$ cat config.mk
export PLATFORM = sky130hd
export DESIGN_NAME = midi_track_event_parser_top_flat
export DESIGN_NICKNAME = d
export VERILOG_FILES = /design/src/mtep_pkg.sv /design/src/mtep_in_if.sv /design/src/mtep_out_if.sv /design/src/mtep_out_stage.sv /design/src/midi_track_event_parser_top.sv /design/src/flat_wrapper.sv
export SDC_FILE = /design/constraint.sdc
export NUM_CORES = 1
export LEC_CHECK = 0
export BUFFER_PORTS_ARGS = -buffer_cell sky130_fd_sc_hd__buf_2
export CAP_MARGIN = 40
export CORE_MARGIN = 1.5
export CORE_UTILIZATION = 55
export CTS_BUF_LIST = sky130_fd_sc_hd__clkbuf_8
export CTS_CLUSTER_SIZE = 16
export DETAILED_ROUTE_END_ITERATION = 10
export PLACE_DENSITY = 0.76
export REMOVE_ABC_BUFFERS = 1
export SLEW_MARGIN = 20
export SYNTH_ARGS = -nofsm -noshare
export SYNTH_HDL_FRONTEND = slang
export SYNTH_SLANG_ARGS = --single-unit
$ cat constraint.sdc
create_clock -name clk -period 7.6 [get_ports clk]
set_input_delay 1.52 -clock clk [delete_from_list [all_inputs] [get_ports clk]]
set_output_delay 1.52 -clock clk [all_outputs]
set_load 0.005 [all_outputs]
$ cat src/mtep_pkg.sv
package mtep_pkg;

  localparam int unsigned DELTA_W = 28;

  localparam logic [7:0] ST_META      = 8'hFF;
  localparam logic [7:0] ST_SYSEX     = 8'hF0;
  localparam logic [7:0] ST_SYSEX_ESC = 8'hF7;
  localparam logic [3:0] HI_SYSTEM    = 4'hF;

  localparam logic [2:0] KIND_MSG       = 3'd0;
  localparam logic [2:0] KIND_META_HDR  = 3'd1;
  localparam logic [2:0] KIND_SYSEX_HDR = 3'd2;
  localparam logic [2:0] KIND_PAYLOAD   = 3'd3;
  localparam logic [2:0] KIND_UNKNOWN   = 3'd4;
  localparam logic [2:0] KIND_OVERFLOW  = 3'd5;

  localparam logic [1:0] DC_NONE    = 2'd0;
  localparam logic [1:0] DC_ONE     = 2'd1;
  localparam logic [1:0] DC_TWO     = 2'd2;
  localparam logic [1:0] DC_UNKNOWN = 2'd3;

  // Longest variable-length quantity, in bytes.
  localparam logic [2:0] VLV_MAX_BYTES = 3'd4;

  typedef struct packed {
    logic [2:0]         event_kind;
    logic [DELTA_W-1:0] delta_time;
    logic [7:0]         status_byte;
    logic [7:0]         first_data;
    logic [7:0]         second_data;
    logic [7:0]         meta_type;
    logic [DELTA_W-1:0] body_length;
    logic [7:0]         payload_byte;
    logic               last_of_event;
  } mtep_res_t;

  // Data bytes that follow a status; DC_UNKNOWN for a status with no defined length.
  function automatic logic [1:0] data_count(input logic [7:0] st);
    logic [1:0] n;
    n = DC_UNKNOWN;
    if (st[7]) begin
      case (st[7:4])
        4'hC, 4'hD: n = DC_ONE;
        HI_SYSTEM: begin
          case (st[3:0])
            4'h2: n = DC_TWO;
            4'h3: n = DC_ONE;
            4'h6, 4'h8, 4'hA, 4'hB, 4'hC, 4'hE: n = DC_NONE;
            default: n = DC_UNKNOWN;
          endcase
        end
        default: n = DC_TWO;
      endcase
    end
    return n;
  endfunction

endpackage

$ cat src/mtep_in_if.sv
interface mtep_in_if;
  logic       valid;
  logic       ready;
  logic [7:0] track_byte;

  modport source (output valid, output track_byte, input ready);
  modport sink (input valid, input track_byte, output ready);
endinterface

$ cat src/mtep_out_if.sv
interface mtep_out_if;
  logic        valid;
  logic        ready;
  logic [2:0]  event_kind;
  logic [27:0] delta_time;
  logic [7:0]  status_byte;
  logic [7:0]  first_data;
  logic [7:0]  second_data;
  logic [7:0]  meta_type;
  logic [27:0] body_length;
  logic [7:0]  payload_byte;
  logic        last_of_event;

  modport source (
    output valid, output event_kind, output delta_time, output status_byte,
    output first_data, output second_data, output meta_type, output body_length,
    output payload_byte, output last_of_event, input ready
  );
  modport sink (
    input valid, input event_kind, input delta_time, input status_byte,
    input first_data, input second_data, input meta_type, input body_length,
    input payload_byte, input last_of_event, output ready
  );
endinterface

$ cat src/mtep_out_stage.sv
module mtep_out_stage (
  input  logic               clk,
  input  logic               rst_n,
  input  logic               push,
  input  mtep_pkg::mtep_res_t res,
  output logic               load_ok,
  mtep_out_if.source         out_ch
);
  import mtep_pkg::*;

  logic      vld_r, vld_nxt;
  mtep_res_t res_r, res_nxt;

  // Free when empty or when the held beat leaves this cycle.
  assign load_ok = !vld_r || out_ch.ready;

  always_comb begin
    vld_nxt = vld_r;
    res_nxt = res_r;
    if (load_ok) begin
      vld_nxt = push;
      if (push) begin
        res_nxt = res;
      end
    end
  end

  always_ff @(posedge clk) begin
    if (!rst_n) begin
      vld_r <= 1'b0;
    end else begin
      vld_r <= vld_nxt;
    end
    res_r <= res_nxt;
  end

  assign out_ch.valid         = vld_r;
  assign out_ch.event_kind    = res_r.event_kind;
  assign out_ch.delta_time    = res_r.delta_time;
  assign out_ch.status_byte   = res_r.status_byte;
  assign out_ch.first_data    = res_r.first_data;
  assign out_ch.second_data   = res_r.second_data;
  assign out_ch.meta_type     = res_r.meta_type;
  assign out_ch.body_length   = res_r.body_length;
  assign out_ch.payload_byte  = res_r.payload_byte;
  assign out_ch.last_of_event = res_r.last_of_event;

endmodule

$ cat src/midi_track_event_parser_top.sv
// Timing: a result beat is registered and appears on out_ch in the cycle after the byte that causes it.
// Throughput: one track byte per cycle; the single result register holds one beat and
// in_ch.ready drops only while that register is full and out_ch.ready is low.
// Reset: synchronous, active low; parser returns to expecting a delta byte, running
// status and all held fields clear, the result register empties.
module midi_track_event_parser_top (
  input  logic       clk,
  input  logic       rst_n,
  mtep_in_if.sink    in_ch,
  mtep_out_if.source out_ch
);
  import mtep_pkg::*;

  typedef enum logic [2:0] {
    PH_DELTA,
    PH_STATUS,
    PH_DATA1,
    PH_DATA2,
    PH_MTYPE,
    PH_LEN,
    PH_BODY
  } phase_t;

  phase_t             phase_r, phase_nxt;
  logic [DELTA_W-1:0] delta_r, delta_nxt;
  logic [2:0]         cnt_r, cnt_nxt;
  logic [7:0]         run_r, run_nxt;
  logic [7:0]         cur_r, cur_nxt;
  logic [7:0]         held_r, held_nxt;
  logic [7:0]         meta_r, meta_nxt;
  logic [DELTA_W-1:0] rem_r, rem_nxt;

  logic               acc;
  logic               load_ok;
  logic [7:0]         b;
  logic               res_vld;
  mtep_res_t          res;

  logic [7:0]         st;
  logic [1:0]         n_data;
  logic [7:0]         cur_meta;
  logic [DELTA_W-1:0] len_acc;
  logic [DELTA_W-1:0] rem_dec;
  logic [DELTA_W-1:0] dbase;
  logic [DELTA_W-1:0] dacc;
  logic [2:0]         cbase;
  logic [2:0]         cinc;
  logic [2:0]         len_cinc;

  assign in_ch.ready = load_ok;
  assign acc         = in_ch.valid && load_ok;
  assign b           = in_ch.track_byte;

  assign st       = b[7] ? b : run_r;
  assign n_data   = data_count(st);
  assign cur_meta = (cur_r == ST_META) ? meta_r : 8'h00;
  assign len_acc  = {rem_r[DELTA_W-8:0], b[6:0]};
  assign len_cinc = cnt_r + 3'd1;
  assign rem_dec  = rem_r - DELTA_W'(1);
  // Stray phase codes restart the delta from scratch.
  assign dbase    = (phase_r == PH_DELTA) ? delta_r : '0;
  assign cbase    = (phase_r == PH_DELTA) ? cnt_r : 3'd0;
  assign dacc     = {dbase[DELTA_W-8:0], b[6:0]};
  assign cinc     = cbase + 3'd1;

  always_comb begin
    phase_nxt = phase_r;
    delta_nxt = delta_r;
    cnt_nxt   = cnt_r;
    run_nxt   = run_r;
    cur_nxt   = cur_r;
    held_nxt  = held_r;
    meta_nxt  = meta_r;
    rem_nxt   = rem_r;
    res_vld   = 1'b0;
    res       = '0;
    res.delta_time = delta_r;

    if (acc) begin
      case (phase_r)
        PH_STATUS: begin
          if (b == ST_META) begin
            cur_nxt   = b;
            phase_nxt = PH_MTYPE;
          end else if (b == ST_SYSEX || b == ST_SYSEX_ESC) begin
            cur_nxt   = b;
            meta_nxt  = 8'h00;
            rem_nxt   = '0;
            cnt_nxt   = 3'd0;
            phase_nxt = PH_LEN;
          end else begin
            run_nxt = st;
            cur_nxt = st;
            res.status_byte = st;
            if (n_data == DC_UNKNOWN) begin
              res_vld           = 1'b1;
              res.event_kind    = KIND_UNKNOWN;
              res.last_of_event = 1'b1;
              phase_nxt = PH_DELTA;
              delta_nxt = '0;
              cnt_nxt   = 3'd0;
            end else if (b[7]) begin
              if (n_data == DC_NONE) begin
                res_vld           = 1'b1;
                res.event_kind    = KIND_MSG;
                res.last_of_event = 1'b1;
                phase_nxt = PH_DELTA;
                delta_nxt = '0;
                cnt_nxt   = 3'd0;
              end else begin
                phase_nxt = PH_DATA1;
              end
            end else if (n_data == DC_NONE) begin
              // Running status with no data: the byte doubles as the next one-byte delta.
              res_vld           = 1'b1;
              res.event_kind    = KIND_MSG;
              res.last_of_event = 1'b1;
              delta_nxt = DELTA_W'(b);
              cnt_nxt   = 3'd0;
              phase_nxt = PH_STATUS;
            end else if (n_data == DC_ONE) begin
              res_vld           = 1'b1;
              res.event_kind    = KIND_MSG;
              res.first_data    = b;
              res.last_of_event = 1'b1;
              phase_nxt = PH_DELTA;
              delta_nxt = '0;
              cnt_nxt   = 3'd0;
            end else begin
              held_nxt  = b;
              phase_nxt = PH_DATA2;
            end
          end
        end

        PH_DATA1: begin
          if (data_count(cur_r) == DC_ONE) begin
            res_vld           = 1'b1;
            res.event_kind    = KIND_MSG;
            res.status_byte   = cur_r;
            res.first_data    = b;
            res.last_of_event = 1'b1;
            phase_nxt = PH_DELTA;
            delta_nxt = '0;
            cnt_nxt   = 3'd0;
          end else begin
            held_nxt  = b;
            phase_nxt = PH_DATA2;
          end
        end

        PH_DATA2: begin
          res_vld           = 1'b1;
          res.event_kind    = KIND_MSG;
          res.status_byte   = cur_r;
          res.first_data    = held_r;
          res.second_data   = b;
          res.last_of_event = 1'b1;
          phase_nxt = PH_DELTA;
          delta_nxt = '0;
          cnt_nxt   = 3'd0;
        end

        PH_MTYPE: begin
          meta_nxt  = b;
          rem_nxt   = '0;
          cnt_nxt   = 3'd0;
          phase_nxt = PH_LEN;
        end

        PH_LEN: begin
          rem_nxt = len_acc;
          cnt_nxt = len_cinc;
          res.status_byte = cur_r;
          res.meta_type   = cur_meta;
          if (b[7]) begin
            if (len_cinc >= VLV_MAX_BYTES) begin
              res_vld           = 1'b1;
              res.event_kind    = KIND_OVERFLOW;
              res.last_of_event = 1'b1;
              phase_nxt = PH_DELTA;
              delta_nxt = '0;
              cnt_nxt   = 3'd0;
            end
          end else begin
            res_vld           = 1'b1;
            res.event_kind    = (cur_r == ST_META) ? KIND_META_HDR : KIND_SYSEX_HDR;
            res.body_length   = len_acc;
            res.last_of_event = (len_acc == '0);
            if (len_acc == '0) begin
              phase_nxt = PH_DELTA;
              delta_nxt = '0;
              cnt_nxt   = 3'd0;
            end else begin
              phase_nxt = PH_BODY;
            end
          end
        end

        PH_BODY: begin
          rem_nxt           = rem_dec;
          res_vld           = 1'b1;
          res.event_kind    = KIND_PAYLOAD;
          res.status_byte   = cur_r;
          res.meta_type     = cur_meta;
          res.payload_byte  = b;
          res.last_of_event = (rem_dec == '0);
          if (rem_dec == '0) begin
            phase_nxt = PH_DELTA;
            delta_nxt = '0;
            cnt_nxt   = 3'd0;
          end
        end

        default: begin
          delta_nxt = dacc;
          cnt_nxt   = cinc;
          phase_nxt = PH_DELTA;
          if (b[7]) begin
            if (cinc >= VLV_MAX_BYTES) begin
              res_vld           = 1'b1;
              res.event_kind    = KIND_OVERFLOW;
              res.delta_time    = dacc;
              res.last_of_event = 1'b1;
              delta_nxt = '0;
              cnt_nxt   = 3'd0;
            end
          end else begin
            cnt_nxt   = 3'd0;
            phase_nxt = PH_STATUS;
          end
        end
      endcase
    end
  end

  always_ff @(posedge clk) begin
    if (!rst_n) begin
      phase_r <= PH_DELTA;
      delta_r <= '0;
      cnt_r   <= 3'd0;
      run_r   <= 8'h00;
      cur_r   <= 8'h00;
      held_r  <= 8'h00;
      meta_r  <= 8'h00;
      rem_r   <= '0;
    end else begin
      phase_r <= phase_nxt;
      delta_r <= delta_nxt;
      cnt_r   <= cnt_nxt;
      run_r   <= run_nxt;
      cur_r   <= cur_nxt;
      held_r  <= held_nxt;
      meta_r  <= meta_nxt;
      rem_r   <= rem_nxt;
    end
  end

  mtep_out_stage u_out_stage (
    .clk     (clk),
    .rst_n   (rst_n),
    .push    (acc && res_vld),
    .res     (res),
    .load_ok (load_ok),
    .out_ch  (out_ch)
  );

endmodule

$ cat src/flat_wrapper.sv
// flat-port wrapper written by rule: the top's interface ports become plain ports
module midi_track_event_parser_top_flat import mtep_pkg::*;
  (clk, rst_n, in_ch_valid, in_ch_track_byte, in_ch_ready, out_ch_valid, out_ch_event_kind, out_ch_delta_time, out_ch_status_byte, out_ch_first_data, out_ch_second_data, out_ch_meta_type, out_ch_body_length, out_ch_payload_byte, out_ch_last_of_event, out_ch_ready);
  mtep_in_if in_ch_i ();
  mtep_out_if out_ch_i ();
  input  logic clk;
  input  logic rst_n;
  input wire logic [$bits(in_ch_i.valid)-1:0] in_ch_valid;
  input wire logic [$bits(in_ch_i.track_byte)-1:0] in_ch_track_byte;
  output wire logic [$bits(in_ch_i.ready)-1:0] in_ch_ready;
  output wire logic [$bits(out_ch_i.valid)-1:0] out_ch_valid;
  output wire logic [$bits(out_ch_i.event_kind)-1:0] out_ch_event_kind;
  output wire logic [$bits(out_ch_i.delta_time)-1:0] out_ch_delta_time;
  output wire logic [$bits(out_ch_i.status_byte)-1:0] out_ch_status_byte;
  output wire logic [$bits(out_ch_i.first_data)-1:0] out_ch_first_data;
  output wire logic [$bits(out_ch_i.second_data)-1:0] out_ch_second_data;
  output wire logic [$bits(out_ch_i.meta_type)-1:0] out_ch_meta_type;
  output wire logic [$bits(out_ch_i.body_length)-1:0] out_ch_body_length;
  output wire logic [$bits(out_ch_i.payload_byte)-1:0] out_ch_payload_byte;
  output wire logic [$bits(out_ch_i.last_of_event)-1:0] out_ch_last_of_event;
  input wire logic [$bits(out_ch_i.ready)-1:0] out_ch_ready;
  assign in_ch_i.valid = in_ch_valid;
  assign in_ch_i.track_byte = in_ch_track_byte;
  assign in_ch_ready = in_ch_i.ready;
  assign out_ch_valid = out_ch_i.valid;
  assign out_ch_event_kind = out_ch_i.event_kind;
  assign out_ch_delta_time = out_ch_i.delta_time;
  assign out_ch_status_byte = out_ch_i.status_byte;
  assign out_ch_first_data = out_ch_i.first_data;
  assign out_ch_second_data = out_ch_i.second_data;
  assign out_ch_meta_type = out_ch_i.meta_type;
  assign out_ch_body_length = out_ch_i.body_length;
  assign out_ch_payload_byte = out_ch_i.payload_byte;
  assign out_ch_last_of_event = out_ch_i.last_of_event;
  assign out_ch_i.ready = out_ch_ready;
  midi_track_event_parser_top u_core (.clk(clk), .rst_n(rst_n), .in_ch(in_ch_i), .out_ch(out_ch_i));
endmodule
Word-level counts from Yosys, hierarchy flattened
Memories as Yosys holds them, arrays and structs flattened. A register that Yosys moved wholly into a read port is not among the register bits.
Cells that the tools add are included.
- register bits after elaboration: 195
- bits in read-only memories: 64
- input bits: 12
- output and inout port bits: 102
- logic and storage cells: 210
- memories: 2
- memory list (name ; words ; width ; read ports ; clocked after Yosys merged registers in ; write ports ; RTL line ; source):
    (name not given) ; 16 ; 2 ; 1 ; 1 ; 0 ; mtep_pkg.sv:45 ; case (st[3:0])
    (name not given) ; 16 ; 2 ; 1 ; 0 ; 0 ; mtep_pkg.sv:45 ;
- $add $sub $neg: 3
- magnitude comparators: 2
- eq/ne operators: 35
- multiplexer cells: 112
- bitwise logic cells: 5
- reductions and logical operators: 33
- operator list (cell ; number):
    $mux 28 ; 19
    $pmux 28 s6 ; 1
    $mux 8 ; 19
    $pmux 28 s4 ; 1
    $mux 97 ; 1
    $mux 3 ; 28
    $mux 31 ; 2
    $logic_not 28->1 ; 2
    $mux 16 ; 3
    $pmux 8 s3 ; 2
    $eq 8x8->1 const B ; 4
    $pmux 8 s2 ; 2
    $sub 28x1->28 const B ; 1
    $eq 4x4->1 const B ; 6
    $mux 21 ; 1
    $pmux 3 s6 ; 1
    $mux 2 ; 8
    $mux 1 ; 15
    $pmux 3 s5 ; 1
    $ne 2x2->1 const B ; 7
    $pmux 3 s4 ; 1
    $reduce_and 4->1 ; 3
    $reduce_and 10->1 ; 1
    $reduce_or 2->1 ; 5
    32 further kinds ; 56

Logic depth before layout (Yosys ltp)
- word-level depth: 16
- mapped depth: 15
- mapped depth without buffers: 12

By module
Synthesis repeated with hierarchy kept, for this count alone.
- cell total of the unflattened synthesis: 962
- area, all modules: 9325.2 sq um
- modules (own cells, without submodules) (module ; times used ; cells each ; area an instance (sq um) ; seq. area each (sq um)):
    midi_track_event_parser_top ; 1 ; 857 ; 6264.8 ; 1921.8
    mtep_out_stage ; 1 ; 105 ; 3060.4 ; 3022.9

Least setup slack after synthesis
OpenSTA, ideal clock, no wires.
- path kind: input -> register
- start point: input in_ch_track_byte[7]
- end point: register u_core.u_out_stage.res_r, in the netlist u_core.u_out_stage.out_ch.body_length[0], enable pin
- setup time: 453 ps
- arrival: 5410 ps
- data required time: 7147 ps
- slack: 1737 ps
- stages: 13
- path buffers: 2
- cell sequence: clkbuf_1 clkbuf_1 mux2i_1 o2111ai_1 and2_1 inv_1 ha_1 nand2_1 nand2_1 a211oi_1 a21oi_1 nor2_1 inv_1
- cells in the longest elaborated chain, start to end: 16
- elaborated cells on any way between the ends: 28
- classes of those cells: eq/ne (8); mux (14); reduce/logical (5); memory (1)
- ends and longest elaborated chain (what ; RTL line ; source):
    start, declared ; flat_wrapper.sv:9 ; input wire logic [$bits(in_ch_i.track_byte)-1:0] in_ch_track_byte;
    branches (longest 12 deep; another with $mem_v2 16x2) ; n/a ;
    $pmux 1 s5 (*) ; midi_track_event_parser_top.sv:80 ; case (phase_r)
    $mux 1 (*) ; midi_track_event_parser_top.sv:79 ; if (acc) begin
    $logic_and 1x1->1 (*) ; midi_track_event_parser_top.sv:262 ; .push (acc && res_vld),
    $reduce_and 2->1 (no line) (*) ; n/a ;
    end signal, assigned ; mtep_out_stage.sv:34 ; res_r <= res_nxt;
    end, declared ; mtep_out_stage.sv:12 ; mtep_res_t res_r, res_nxt;
Mark *: on every way between the ends.
A chain may end at the register's enable or synchronous reset.

Worst setup path after layout
- start point: input in_ch_track_byte[7]
- end point: register u_core.u_out_stage.res_r, in the netlist u_core.u_out_stage.out_ch.delta_time[16], enable pin
The elaborated chain is that of the path after synthesis.

==> metrics.yaml <==
worst_setup_path:
  cp-startpoint: "in_ch_track_byte[7]"
  path_common_cell: "nor2_1"
  crit_chain: "buf_2 -> mux2i_1 -> xnor2_1 -> o21ai_0 -> a22oi_1 -> inv_1 -> ha_1 -> nor2_1 -> nand2_1 -> a211oi_1 -> a21oi_1 -> nor2_1 -> inv_4 -> buf_4 -> buf_16"
  crit_family: "buffers and inverters"
  start_kind: "input pin"
  cp-end-kind: "flop"
  crit_arrival_ps: 5060
  path_class: "in2reg"
  path_max_fanout: 59
  worst-path-buf-inv: 5
  required_ps: 7810
  reg2reg_from: "u_core.run_r[0]"
  slowest_stage: "mux2i_1"
  cp_slowest_stage_delay_ps: 540
clock_tree:
  holdBufCountCts: 0
  clk_path_buf_depth: 2
  clk_root_buffer_cell: "clkbuf_8"
  cts_setup_buffers: 0
  clkLatencyLatePin_ps: 480
  cts_tree: "yes"
  path_clk_slew_ps: 90
  htreeDepth: 4
  cts_buffers: 17
  cts.sinks: 197
  post_cts_resized: 0
sta:
  fin_ws_ps: 2750
  hold_slack_ps: 474
  fin_skew_ps: 18.8
  hold_violations: 0
  max_freq_mhz: 206
  grt_setup_unrepaired: "no"
  worst_pin_slew_ps: 793
  maxSlewViolCount: 0
  finalCriticalPeriod_ps: 4850
  slew-limit-headroom_pct: 47.0
  finalSetupViolCount: 0
  setup_tns_ps: 0
  period_share_pct: 63.8
place:
  dp.cells: 1253
  placed_cell_area_um2: 10200
  pre_cts_ws_ps: 2320
  gp_congestion: 0.924
  hpwl_mm: 14.8
  portBuffers: 113
final_layout:
  drive_gt1_share_pct: 17.7
  syn2layout_area_growth_pct: 12.4
  nNetsFinal: 1074
  final_core_util_pct: 63.8
  final_cells: 1288
  fill_cells: 1383
  final_area_um2: 10700
  antenna_cells: 0
logic_synthesis:
  synth.area.mux_share_pct: 4.77
  ys_top_cells_by_count: "173 x nand2_1, 100 x edfxtp_1, 97 x dfxtp_1"
  synth_ff_type: "edfxtp_1"
  yosys_warnings: 0
  async_reset_ff_share_pct: 0
  syn_area_um2: 9520
  yosysTopAreaCellShare_pct: 31.5
  yosysMostFrequentCell: "nand2_1"
  synth_edf_count: 100
  ys_seq_area_share_pct: 51.9
  synth.largest_area_cell: "edfxtp_1"
  syn_inst: 977
  synth_area_leaders: "edfxtp_1 32%, dfxtp_1 20%, nand2_1 6.8%"
  synth_compound_area_share_pct: 13.2
  synth_top_family_by_area: "simple AND/OR/NAND/NOR gates"
  synth_cell_types: 72
  yosys.area_share.simple_pct: 23.9
  synth_xor_area_share_pct: 1.29
  yosys_register_bits: 197
  syn_avg_cell_area_um2: 9.75
  synthAdderAreaFrac_pct: 0.920
floorplan:
  ios: 114
  core.rowCount: 47
  fp.dieW_um: 135
  die_height_um: 135
  die-area_um2: 18100
  core_area_um2: 16800
  start_util_pct: 56.8
run_status:
  status: "complete, no violations"
detailed_routing:
  antenna_left: 0
  wire_per_inst_um: 17.8
  first_pass_iters: 8
  drc_errors: 0
  vias_per_cell: 5.96
  dr.first_iter.drc_count: 886
  via_count: 7674
  drt-total-wl_mm: 22.9
power:
  vdd_ir_drop_max_mv: 0.117
  finalPower_mw: 2.18
  netSwitchingPower_mw: 0.612
  p_sw_share_pct: 28.1
  clock_power_share_pct: 32.2
  pwr-share-seq_pct: 53.9
  internal-power_mw: 1.57
  p_leak_nw: 4.43
  combPwrFrac_pct: 13.9
  p_per_area_nw_per_um2: 204
grt:
  grt_pass1_wl_mm: 36.5
  grt_max_degree: 79
  grt_overflow: 0
  grt_usage_pct: 25.6
  grt_pass1_vias: 6938
  antenna_found_initial: 0
min_path:
  min-delay-start: "u_core.delta_r[22]"
  hp-class: "reg2reg"
job:
  maxCapViolCount: 0
cells by family (layout without fill, tap and decap cells):
family                   Yosys count  after routing
AO/OA/AOI/OAI                    174            174
AND/OR/NAND/NOR                  450            450
flip-flops                       197            197
buffers and inverters             90            181
XOR/XNOR                          14             14
multiplexers                      45             45
adder cells (fa/ha/maj)            7              7
routing by layer:
metal / GRT usage, % / wire (um) / vias to the layer above
met3: 4.77 / 1700 / 32
li1: - / - / 3673
met1: 37.5 / 10500 / 3634
met2: 38.8 / 10300 / 335
met4: 7.65 / 358 / 0
met5: 0 / 0 / -
power groups by stage:
stage	Clock (mW)	Sequential [mW]	Combinational, mW
2_1_floorplan	0	1.19	0.198
3_3_place_gp	0	1.20	0.288
3_5_place_dp	0	1.20	0.293
4_1_cts	0.710	1.17	0.295
5_1_grt	0.754	1.18	0.330
6_report	0.701	1.17	0.302
worst reg2reg max path, stage by stage, from the launching register on:
cell and delay (ps):
dfxtp_1 320, mux2i_1 400, xnor2_1 180, o21ai_0 100, a22oi_1 220, inv_1 100, ha_1 200, nor2_1 210
nand2_1 120, a211oi_1 330, a21oi_1 110, nor2_1 230, inv_4 210, buf_4 280, buf_16 230
path summary, 6_finish.rpt:
path | endpoint | slack (ps) | cells past startpoint
worst max-delay path | u_core.u_out_stage.out_ch.delta_time[16] | 2750 | 15
worst min-delay path | u_core.delta_r[22] | 470 | 2
worst max register to register | u_core.u_out_stage.out_ch.delta_time[16] | 4060 | 14
worst min register to register | u_core.delta_r[22] | 470 | 2
flip-flops by register name (all words and copies together) (netlist names), 28 cells and up, named ones only:
signal	count
u_core.delta_r	28
u_core.rem_r	28
u_core.u_out_stage.out_ch.body_length	28
u_core.u_out_stage.out_ch.delta_time	28
final cells by class:
class	count	area, um2	area share, %
Sequential cell	197	4940	46.2
Timing Repair Buffer	133	785	7.33
Tap cell	220	275	2.57
Clock buffer	18	248	2.32
Clock inverter	14	169	1.58
Multi-Input combinational cell	690	4210	39.4
Inverter	16	62.6	0.585
cells in the final DEF (no fill, tap or decap), types with 6 or more instances in the layout:
cell type,count
nand2b_1,7
nand4_1,6
dfxtp_1,97
nand2_1,173
nor2b_1,27
nor3b_1,9
inv_1,16
and3_1,47
xor2_1,9
ha_1,7
nor2_1,61
a21oi_1,26
a221oi_1,9
nor3_1,19
or3_1,9
buf_2,114
buf_4,14
o21ai_0,36
mux2i_1,42
clkbuf_8,18
nand3_1,34
o211a_1,17
a22oi_1,29
edfxtp_1,100
and2_1,18
Power figures use the tool's default switching activity.
